File: src/rtl/lps_pkg.sv
// Shared types, walk mode codes and coordinate helper for the line pixel stepper.
package lps_pkg;

  localparam int CoordBits = 16;
  localparam int CoordShift = 16 - CoordBits;

  localparam logic [2:0] MODE_VERT  = 3'd0;
  localparam logic [2:0] MODE_HORZ  = 3'd1;
  localparam logic [2:0] MODE_XMAJ  = 3'd2;
  localparam logic [2:0] MODE_YUP   = 3'd3;
  localparam logic [2:0] MODE_YDOWN = 3'd4;

  localparam logic KIND_START = 1'b0;
  localparam logic KIND_STEP  = 1'b1;

  localparam logic CFG_WIDTH  = 1'b0;
  localparam logic CFG_HEIGHT = 1'b1;

  typedef struct packed {
    logic               kind;
    logic signed [15:0] x_start;
    logic signed [15:0] y_start;
    logic signed [15:0] x_end;
    logic signed [15:0] y_end;
    logic [31:0]        line_color;
  } lps_req_t;

  typedef struct packed {
    logic signed [15:0] pixel_x;
    logic signed [15:0] pixel_y;
    logic [31:0]        pixel_value;
    logic               on_screen;
    logic               last_pixel;
  } lps_pixel_t;

  typedef struct packed {
    logic               busy;
    logic [2:0]         walk_mode;
    logic signed [15:0] major_pos;
    logic signed [15:0] minor_pos;
    logic signed [15:0] stop_pos;
    logic signed [18:0] err_acc;
    logic signed [17:0] delta_x;
    logic signed [17:0] delta_y;
    logic [31:0]        held_color;
  } lps_walk_t;

  function automatic logic signed [15:0] coord_of(input logic [15:0] v);
    logic signed [15:0] t;
    t = $signed(v << CoordShift);
    return t >>> CoordShift;
  endfunction

endpackage

File: src/rtl/lps_setup.sv
// Start decode: endpoint swap, deltas and walk mode selection for a new line.
module lps_setup
  import lps_pkg::*;
(
  input  lps_req_t  req,
  output lps_walk_t walk
);

  logic signed [15:0] xa, ya, xb, yb;
  logic signed [15:0] x0, y0, x1, y1;
  logic               swap;
  logic signed [16:0] dx, dy, ady;

  always_comb begin
    xa = coord_of(req.x_start);
    ya = coord_of(req.y_start);
    xb = coord_of(req.x_end);
    yb = coord_of(req.y_end);
    swap = xb < xa;
    x0 = swap ? xb : xa;
    y0 = swap ? yb : ya;
    x1 = swap ? xa : xb;
    y1 = swap ? ya : yb;
    dx = 17'(x1) - 17'(x0);
    dy = 17'(y1) - 17'(y0);
    ady = dy[16] ? -dy : dy;

    walk.busy       = 1'b1;
    walk.err_acc    = '0;
    walk.delta_x    = 18'(dx);
    walk.delta_y    = 18'(dy);
    walk.held_color = req.line_color;

    if (dx == 17'sd0) begin
      walk.walk_mode = MODE_VERT;
      walk.minor_pos = x0;
      walk.major_pos = (y0 < y1) ? y0 : y1;
      walk.stop_pos  = (y0 < y1) ? y1 : y0;
    end else if (dy == 17'sd0) begin
      walk.walk_mode = MODE_HORZ;
      walk.major_pos = x0;
      walk.stop_pos  = x1;
      walk.minor_pos = y0;
    end else if (dx >= ady) begin
      walk.walk_mode = MODE_XMAJ;
      walk.major_pos = x0;
      walk.stop_pos  = x1;
      walk.minor_pos = y0;
    end else begin
      walk.walk_mode = dy[16] ? MODE_YDOWN : MODE_YUP;
      walk.major_pos = y0;
      walk.stop_pos  = y1;
      walk.minor_pos = x0;
    end
  end

endmodule

File: src/rtl/lps_step.sv
// Step logic: current pixel, visibility and last flags, and the next walk state.
module lps_step
  import lps_pkg::*;
(
  input  lps_walk_t   walk,
  input  logic [14:0] screen_width,
  input  logic [14:0] screen_height,
  output lps_pixel_t  pixel,
  output lps_walk_t   walk_next
);

  logic signed [15:0] px, py;
  logic               last;
  logic               y_walk;
  logic signed [19:0] sum_y, sum_x;
  logic signed [20:0] e2_y, e2_x, dx21, dy21;

  always_comb begin
    y_walk = (walk.walk_mode == MODE_VERT) || (walk.walk_mode == MODE_YUP) ||
             (walk.walk_mode == MODE_YDOWN);
    px = y_walk ? walk.minor_pos : walk.major_pos;
    py = y_walk ? walk.major_pos : walk.minor_pos;
    last = walk.major_pos == walk.stop_pos;

    pixel.pixel_x     = px;
    pixel.pixel_y     = py;
    pixel.pixel_value = walk.held_color;
    pixel.on_screen   = !px[15] && !py[15] && (px[14:0] < screen_width) &&
                        (py[14:0] < screen_height);
    pixel.last_pixel  = last;

    sum_y = 20'(walk.err_acc) + 20'(walk.delta_y);
    sum_x = 20'(walk.err_acc) + 20'(walk.delta_x);
    e2_y  = 21'(sum_y) <<< 1;
    e2_x  = 21'(sum_x) <<< 1;
    dx21  = 21'(walk.delta_x);
    dy21  = 21'(walk.delta_y);

    walk_next = walk;
    if (last) begin
      walk_next.busy = 1'b0;
    end else begin
      case (walk.walk_mode)
        MODE_XMAJ: begin
          walk_next.major_pos = walk.major_pos + 16'sd1;
          walk_next.err_acc   = 19'(sum_y);
          if (!walk.delta_y[17]) begin
            if (e2_y >= dx21) begin
              walk_next.minor_pos = walk.minor_pos + 16'sd1;
              walk_next.err_acc   = 19'(sum_y - 20'(walk.delta_x));
            end
          end else if (-e2_y >= dx21) begin
            walk_next.minor_pos = walk.minor_pos - 16'sd1;
            walk_next.err_acc   = 19'(sum_y + 20'(walk.delta_x));
          end
        end
        MODE_YUP: begin
          walk_next.major_pos = walk.major_pos + 16'sd1;
          walk_next.err_acc   = 19'(sum_x);
          if (e2_x >= dy21) begin
            walk_next.minor_pos = walk.minor_pos + 16'sd1;
            walk_next.err_acc   = 19'(sum_x - 20'(walk.delta_y));
          end
        end
        MODE_YDOWN: begin
          walk_next.major_pos = walk.major_pos - 16'sd1;
          walk_next.err_acc   = 19'(sum_x);
          if (-e2_x <= dy21) begin
            walk_next.minor_pos = walk.minor_pos + 16'sd1;
            walk_next.err_acc   = 19'(sum_x + 20'(walk.delta_y));
          end
        end
        default: begin
          walk_next.major_pos = walk.major_pos + 16'sd1;
        end
      endcase
    end
  end

endmodule

File: src/rtl/line_pixel_stepper_unit.sv
// Top level of the line pixel stepper: walk state, screen registers and pixel output register.
//
//   channel   direction  handshake            payload
//   in        request    in_valid / in_ready  in_data  (lps_req_t)
//   out       pixel      out_valid/out_ready  out_data (lps_pixel_t)
//   cfg       write      cfg_wr_en            cfg_index, cfg_data
//
// One request per clock while in_ready is high; a step on a busy walk yields its pixel in the
// output register the next cycle, formed combinationally from the walk state register.
// A request is taken whenever the output register is empty or being drained.
// Reset clears the walk (idle) and loads screen size 640 by 480.
module line_pixel_stepper_unit
  import lps_pkg::*;
(
  input  logic        clk,
  input  logic        rst,
  input  logic        in_valid,
  output logic        in_ready,
  input  lps_req_t    in_data,
  output logic        out_valid,
  input  logic        out_ready,
  output lps_pixel_t  out_data,
  input  logic        cfg_wr_en,
  input  logic        cfg_index,
  input  logic [14:0] cfg_data
);

  lps_walk_t   walk, walk_start, walk_step;
  lps_pixel_t  pixel;
  logic [14:0] screen_width, screen_height;
  logic        accept;

  assign in_ready = !out_valid || out_ready;
  assign accept   = in_valid && in_ready;

  lps_setup u_setup (
    .req  (in_data),
    .walk (walk_start)
  );

  lps_step u_step (
    .walk          (walk),
    .screen_width  (screen_width),
    .screen_height (screen_height),
    .pixel         (pixel),
    .walk_next     (walk_step)
  );

  always_ff @(posedge clk) begin
    if (rst) begin
      screen_width  <= 15'd640;
      screen_height <= 15'd480;
    end else if (cfg_wr_en) begin
      unique case (cfg_index)
        CFG_WIDTH:  screen_width  <= cfg_data;
        CFG_HEIGHT: screen_height <= cfg_data;
        default:    ;
      endcase
    end
  end

  always_ff @(posedge clk) begin
    if (rst) begin
      walk <= '0;
    end else if (accept) begin
      if (in_data.kind == KIND_START) begin
        walk <= walk_start;
      end else if (walk.busy) begin
        walk <= walk_step;
      end
    end
  end

  always_ff @(posedge clk) begin
    if (rst) begin
      out_valid <= 1'b0;
    end else if (accept && in_data.kind == KIND_STEP && walk.busy) begin
      out_valid <= 1'b1;
    end else if (out_ready) begin
      out_valid <= 1'b0;
    end
  end

  always_ff @(posedge clk) begin
    if (accept && in_data.kind == KIND_STEP && walk.busy) begin
      out_data <= pixel;
    end
  end

endmodule

File: config.mk
export PLATFORM = sky130hd
export DESIGN_NAME = line_pixel_stepper_unit
export DESIGN_NICKNAME = d
export VERILOG_FILES = /design/src/rtl/lps_pkg.sv /design/src/rtl/lps_setup.sv /design/src/rtl/lps_step.sv /design/src/rtl/line_pixel_stepper_unit.sv
export SDC_FILE = /design/constraint.sdc
export NUM_CORES = 1
export LEC_CHECK = 0
export BUFFER_PORTS_ARGS = -buffer_cell sky130_fd_sc_hd__buf_2
export CORE_MARGIN = 3
export CORE_UTILIZATION = 55
export CTS_BUF_LIST = sky130_fd_sc_hd__clkbuf_2 sky130_fd_sc_hd__clkbuf_4 sky130_fd_sc_hd__clkbuf_8
export CTS_CLUSTER_DIAMETER = 120
export CTS_CLUSTER_SIZE = 40
export DETAILED_ROUTE_END_ITERATION = 16
export GPL_TIMING_DRIVEN = 0
export PLACE_DENSITY = 0.86
export SLEW_MARGIN = 10
export SYNTH_ARGS = -nofsm -noshare
export SYNTH_HDL_FRONTEND = slang
export SYNTH_SLANG_ARGS = --single-unit
export TNS_END_PERCENT = 30
File: constraint.sdc
create_clock -name clk -period 12.5 [get_ports clk]
set_clock_uncertainty 0.1 [all_clocks]
set_input_delay 1.25 -clock clk [delete_from_list [all_inputs] [get_ports clk]]
set_output_delay 1.25 -clock clk [all_outputs]
set_load 0.02 [all_outputs]
* After elaboration in Yosys (flattened, before gate mapping)
Cells that the tools add are included.
** Cells by class
- Order comparisons :: 9
- Bitwise logic cells :: 2
- Add/subtract/negate cells :: 15
- Reduce and logical (&&, ||, !) cells :: 22
- Muxes and demuxes :: 33
- Equality and inequality tests :: 11
** Operator list (count)
- 2-to-1 mux 139 bit :: 2
- 2-to-1 mux 16 bit :: 14
- 2-to-1 mux 51 bit :: 3
- 2-to-1 mux 19 bit :: 6
- >= comparator 21 x 18 -> 1 bit :: 3
- case mux 19 bit (3 select lines) :: 1
- case mux 16 bit (3 select lines) :: 1
- negator 21 bit :: 2
- adder 19 x 18 -> 20 bit :: 2
- adder 19 x 18 -> 19 bit :: 2
- subtractor 19 x 18 -> 19 bit :: 2
- logical NOT 17 bit :: 2
- subtractor 16 x 16 -> 17 bit :: 2
- adder 16 x 2 -> 16 bit (second input constant) :: 2
- less-than comparator 16 bit :: 2
- 2-to-1 mux 32 bit :: 1
- subtractor 16 x 2 -> 16 bit (second input constant) :: 2
- less-than comparator 15 bit :: 2
- less-or-equal comparator 21 x 18 -> 1 bit :: 1
- >= comparator 17 bit :: 1
- 2-to-1 mux 17 bit :: 1
- negator 17 bit :: 1
- equality test 16 bit :: 1
- != test 4 x 3 -> 1 bit (second input constant) :: 2
- 18 further kinds :: 34
** Word-level totals
- Word-level logic and storage cells :: 109
- Bits of input ports :: 118
- Output and inout bits :: 68
- Bits in registers :: 236

* Longest topological paths before layout
- Word-level depth :: 10
- Depth in mapped cells :: 45
- Gate-level depth less buffers :: 33

* By module
Synthesis repeated with hierarchy kept, for this count alone.
** Unflattened totals
- Cells, all modules :: 3884
- Area, all modules :: 29897.4 µm²
** By module, submodules not included
- lps_step :: seq. area each 0.0 µm², cells an instance 1845, instances 1, area each 12731.0 µm²
- line_pixel_stepper_unit :: seq. area each 5385.2 µm², cells an instance 1011, instances 1, area each 10633.9 µm²
- lps_setup :: seq. area each 0.0 µm², cells an instance 1028, instances 1, area each 6532.5 µm²

* Worst setup path before layout
Ideal clock, no wire load.
- Path kind :: input-to-reg
- Start point :: input in_data[93] (netlist bit)
- End point :: register, netlist name walk[87]
- Required time :: 12.280 ns
- Buffers on the path :: 11
- Arrival :: 10.081 ns
- Library setup time :: 0.120 ns
- Cell stages on the path :: 44
- Slack :: 2.199 ns
- Path through :: inv_1 -> ha_1 -> a21o_1 -> a2111oi_4 -> o221ai_2 -> o21ai_4 -> clkbuf_1 -> clkbuf_1 -> clkbuf_1 -> clkbuf_1 -> nor2_1 -> a21oi_1 -> ha_1 -> nor2_1 -> maj3_2 -> maj3_2 -> a221o_1 -> or3_1 -> [8 not listed] -> nor2b_1 -> o21a_1 -> o21ai_0 -> nand2b_1 -> a21oi_1 -> o21ai_0 -> a221oi_1 -> nor2_1 -> o32a_1 -> buf_1 -> a21o_1 -> buf_2 -> buf_4 -> buf_2 -> a211oi_1 -> o21ai_1 -> o211ai_1 -> nand2_1
** Between the ends
- Word-level cells in the longest chain between the ends :: 10
- Elaborated cells between the ends (all ways) :: 18
- Classes of those cells :: add/sub: 3; order compare: 3; mux: 10; reduce/logical: 2
** Ends and longest elaborated chain
- start, declared :: line line_pixel_stepper_unit.sv:19 : input lps_req_t in_data,
- less-than comparator 16 bit :: line lps_setup.sv:19 : swap = xb < xa;
- 2-to-1 mux 16 bit, on equally long branches :: line lps_setup.sv:23, lps_setup.sv:21
- subtractor 16 x 16 -> 17 bit :: line lps_setup.sv:25 : dy = 17'(y1) - 17'(y0);
- negator 17 bit :: line lps_setup.sv:26 : ady = dy[16] ? -dy : dy;
- 2-to-1 mux 17 bit :: line lps_setup.sv:26
- >= comparator 17 bit :: line lps_setup.sv:44 : end else if (dx >= ady) begin
- 2-to-1 mux 51 bit :: line lps_setup.sv:44
- 2-to-1 mux 51 bit :: line lps_setup.sv:39 : end else if (dy == 17'sd0) begin
- 2-to-1 mux 51 bit * :: line lps_setup.sv:34 : if (dx == 17'sd0) begin
- 2-to-1 mux 139 bit * :: line line_pixel_stepper_unit.sv:66 : if (in_data.kind == KIND_START) begin
Every way passes the cells marked *; elsewhere a longest branch is shown, timed or not.
A chain may end at the register's enable or synchronous reset.

* Final worst setup path
- Start point :: input in_data[87] (netlist bit)
- End point :: register, netlist name walk[112]
** Between the ends
- Word-level cells in the longest chain between the ends :: 10
- Elaborated cells between the ends (all ways) :: 16
- Classes of those cells :: add/sub: 3; order compare: 2; mux: 9; reduce/logical: 2
** Ends and longest elaborated chain (line)
- less-than comparator 16 bit :: lps_setup.sv:19
- 2-to-1 mux 16 bit, on equally long branches :: lps_setup.sv:23, lps_setup.sv:21
- subtractor 16 x 16 -> 17 bit :: lps_setup.sv:25
- negator 17 bit :: lps_setup.sv:26
- 2-to-1 mux 17 bit :: lps_setup.sv:26
- >= comparator 17 bit :: lps_setup.sv:44
- 2-to-1 mux 51 bit :: lps_setup.sv:44
- 2-to-1 mux 51 bit :: lps_setup.sv:39
- 2-to-1 mux 51 bit * :: lps_setup.sv:34
- 2-to-1 mux 139 bit * :: line_pixel_stepper_unit.sv:66
Marked as above.

==> results by group <==
Floorplanning
  • Row count: 76
  • Die H: 216 um
  • Die area: 0.0467 mm^2
  • Boundary pin count: 186
  • Initial Util: 56.0%
  • Die extent in x: 216 um
  • Floorplan core area: 0.0434 mm^2

Clocking
  • Number of H-tree levels: 1
  • TritonCTS Sinks: 234
  • Total CTS buffers: 10
  • Clock root buffer: sky130_fd_sc_hd__clkbuf_8
  • Post-CTS setup buffer count: 0
  • TritonCTS clock tree: yes
  • Largest buffer count on any clock path: 3
  • Clock transition at the register clock pins on the worst setup and hold paths after CTS: 0.23 ns
  • Insertion delay to the later sink of the worst-skew pair: 0.59 ns
  • # hold bufs at CTS: 0

Detailed routing
  • Iter 0 DRT Violations: 3117
  • Drt first pass iters: 7
  • Routed wire per std cell: 22.4 um
  • Via density per instance: 6.57
  • Detailed-route wire length: 88.0 mm
  • Vias: 25800
  • Remaining DRCs: 0
  • ANT nets after route: 0

Critical path
  • WS Path Type: in2reg
  • Cell with the largest stage delay on the worst path: sky130_fd_sc_hd__a221oi_1
  • Cell type with the highest occurrence count on the critical path: sky130_fd_sc_hd__buf_2
  • Element type at the critical path start: input port
  • Required time at the worst-slack endpoint: 12.86 ns
  • Critical path destination: walk[112]
  • Element type at the critical path end: flop
  • Delay contributed by the slowest stage of the critical path: 0.54 ns
  • Highest net fanout along the worst path: 10
  • Startpoint of the worst-slack reg-to-reg timing path: walk[32]
  • Data arrival time of the critical path: 12.63 ns
  • Launching instance or port of the critical path: in_data[87]
  • Depth of the worst register-to-register path: 30
  • Worst reg2reg setup slack: 4.02 ns
  • R2r endpoint: walk[115]

Yosys
  • Largest area contributor in the netlist: sky130_fd_sc_hd__dfxtp_1
  • Count of unique library cells instantiated by Yosys: 100
  • Portion of the post-synthesis area used by sequential elements: 22.0%
  • Netlist area before placement: 0.0243 mm^2
  • Async set or reset register ratio after synthesis: 0%
  • Leading cell types by total area after synthesis: sky130_fd_sc_hd__dfxtp_1, sky130_fd_sc_hd__ha_1, sky130_fd_sc_hd__edfxtp_1
  • Number of standard cells after synthesis: 3144
  • Top_reg_cell synth: sky130_fd_sc_hd__dfxtp_1
  • Mapped Nets: 3535
  • Yosys warns: 0
  • Average instance area after synthesis: 7.73 um^2
  • Number of enable-type register cells in the synthesized netlist: 66
  • Area fraction of the dominant cell type after synthesis: 13.8%
  • Register bit total from synthesis: 234

Power and ir drop
  • Maximum ir drop on the vdd rail: 0.000149 V
  • Areal power density over the cells: 120 mW/mm^2
  • Leakage power: 0.0109 uW
  • Post-layout power: 3150 uW

STA
  • Setup-failing EPs final: 0
  • Setup repair after global routing missed its margin: no
  • Hold violation count in the final report: 0
  • Final Critical Period: 12.27 ns
  • Setup_tns: 0 ns
  • Relative slew slack: 15.2%
  • Worst slew pin tran: 1.26 ns
  • Maximum clock frequency: 0.0815 GHz
  • Final Max Slew Viols: 0
  • Worst Slack Setup Final: 0.232 ns
  • Share of the clock period used by the worst path: 98.1%

Global routing
  • First-pass GRT wire length: 133 mm
  • Number of antenna violations at the first check in global routing: 5
  • Via count of the first global-routing pass: 24000
  • Overflow left after global routing: 0
  • Maximum number of pins on one net before global-route repair: 67
  • Global-route usage over all layers: 35.6%

Run
  • Max Cap Viol: 0

Run status
  • Run status: finished clean

Placed design
  • Input/output buffers: 172
  • Weighted congestion reported at the end of routability-driven placement: 1.08
  • Placed cell area: 0.0259 mm^2
  • DPL Wire Length: 70.8 mm
  • Post-place setup slack: -1.64 ns

Finish
  • Layout overhead on the synthesized area: 7.65%
  • Fraction of layout instances using a drive strength above 1: 9.75%
  • Finished Cell Area: 0.0262 mm^2
  • Net total in the final layout: 3720
  • FILL cells: 4010

Worst hold path
  • Critical hold path startpoint: walk[31]
  • Min-delay worst type: reg2reg
[layer usage]
layer | up-vias | share of wire [%] | track usage [%]
li1 | 11900 | - | -
met1 | 12100 | 40 | 45.3
met2 | 1440 | 45 | 58.3
met3 | 345 | 8.9 | 5.16
met4 | 2 | 6.7 | 19.6
met5 | - | 0.019 | 0
[layout by cell type (no fill, tap or decap), types with 15 or more instances in the layout]
master	instances
sky130_fd_sc_hd__a211oi_1	141
sky130_fd_sc_hd__a21o_1	47
sky130_fd_sc_hd__a21oi_1	266
sky130_fd_sc_hd__a221o_1	19
sky130_fd_sc_hd__a221oi_1	39
sky130_fd_sc_hd__a22oi_1	15
sky130_fd_sc_hd__a31oi_1	18
sky130_fd_sc_hd__and2_1	23
sky130_fd_sc_hd__and3_1	30
sky130_fd_sc_hd__buf_2	196
sky130_fd_sc_hd__clkbuf_1	118
sky130_fd_sc_hd__dfxtp_1	168
sky130_fd_sc_hd__edfxtp_1	66
sky130_fd_sc_hd__ha_1	266
sky130_fd_sc_hd__inv_1	207
sky130_fd_sc_hd__maj3_1	15
sky130_fd_sc_hd__mux2_2	39
sky130_fd_sc_hd__mux2i_1	42
sky130_fd_sc_hd__nand2_1	389
sky130_fd_sc_hd__nand2b_1	52
sky130_fd_sc_hd__nand3_1	72
sky130_fd_sc_hd__nand4_1	22
sky130_fd_sc_hd__nor2_1	211
sky130_fd_sc_hd__nor2b_1	46
sky130_fd_sc_hd__nor3_1	65
sky130_fd_sc_hd__nor4_1	17
sky130_fd_sc_hd__o211ai_1	47
sky130_fd_sc_hd__o21a_1	31
sky130_fd_sc_hd__o21ai_0	134
sky130_fd_sc_hd__o21ai_1	25
sky130_fd_sc_hd__o21bai_1	27
sky130_fd_sc_hd__o221ai_1	18
sky130_fd_sc_hd__o22ai_1	23
sky130_fd_sc_hd__or2_2	24
sky130_fd_sc_hd__or3_1	19
sky130_fd_sc_hd__xnor2_1	114
sky130_fd_sc_hd__xor2_1	39
[worst min-delay path by stage]
stage / endpoint / slack, ns / cells after the start
after floorplan: out_data[10] / 0.31 / 0
after global placement: out_data[10] / 0.31 / 0
after detailed placement: out_data[17] / 0.31 / 0
after CTS: out_data[33] / 0.34 / 0
after global routing: out_data[33] / 0.35 / 0
final: out_data[33] / 0.35 / 0
[cell families (layout without fill, tap and decap cells)]
kind of cell | count (synthesis) | count (layout) | synth area share (%)
AND/OR/NAND/NOR | 1021 | 1021 | 19.9
flip-flops | 234 | 234 | 22.0
adder cells (fa/ha/maj) | 290 | 290 | 15.0
XOR/XNOR | 153 | 153 | 5.52
other | 0 | 4 | 0
multiplexers | 83 | 83 | 3.65
AO/OA/AOI/OAI | 995 | 995 | 28.0
buffers and inverters | 368 | 557 | 5.97
[metrics by stage]
stage	util (%)	hold slack [ns]	cells
after detailed placement	59.7	0.315	3902
after CTS	60.3	0.343	3918
final	60.3	0.346	3922
after floorplan	-	0.308	3144
after global routing	60.3	0.353	3921
after global placement	59.7	0.310	3901
[what timing repair did]
item                       CTS  global route
setup endpoints to repair   51            48
gates cloned                 0             0
gates resized for setup      5             6
pin swaps                    0             0
[sequential cells by signal, indices dropped and copies added, names as in the netlist]
name           cells
walk             137
out_data          66
screen_width      15
screen_height     15
out_valid          1
[layout make-up]
cell class | instances | area [um^2] | area share, %
clock inverter | 3 | 58.8 | 0.225
timing repair buffer | 173 | 868 | 3.32
buffer | 160 | 679 | 2.60
antenna | 4 | 10.0 | 0.0383
sequential | 234 | 5350 | 20.4
clock buffer | 13 | 166 | 0.636
multi-input combinational | 2542 | 17500 | 67.0
tap | 585 | 732 | 2.80
inverter | 208 | 783 | 2.99
[power breakdown]
group	switching (uW)	internal (uW)
logic	1200	702
clock network	258	98.7
registers	57.8	831
[worst max-delay path: cells and delay by family]
family / cells / cell delay (ns)
buf+inv: 12 / 3.33
fa+ha+maj: 5 / 1.45
compound gates: 18 / 5.00
simple gates: 8 / 1.25
mux: 1 / 0.25
[synth_stat cells (all sizes together), types with 24 or more instances]
cell      n
a211oi  144
xor2     39
a21oi   267
or2      24
ha      266
mux2     41
o211ai   47
and3     30
nand3    72
xnor2   114
nor2b    47
nand2   391
buf      38
nor3     65
inv     208
o21bai   27
edfxtp   66
o21ai   160
a21o     47
o21a     31
dfxtp   168
nor2    211
clkbuf  122
mux2i    42
nand2b   52
a221oi   43
Note: power is estimated with default switching activity, not from simulation.
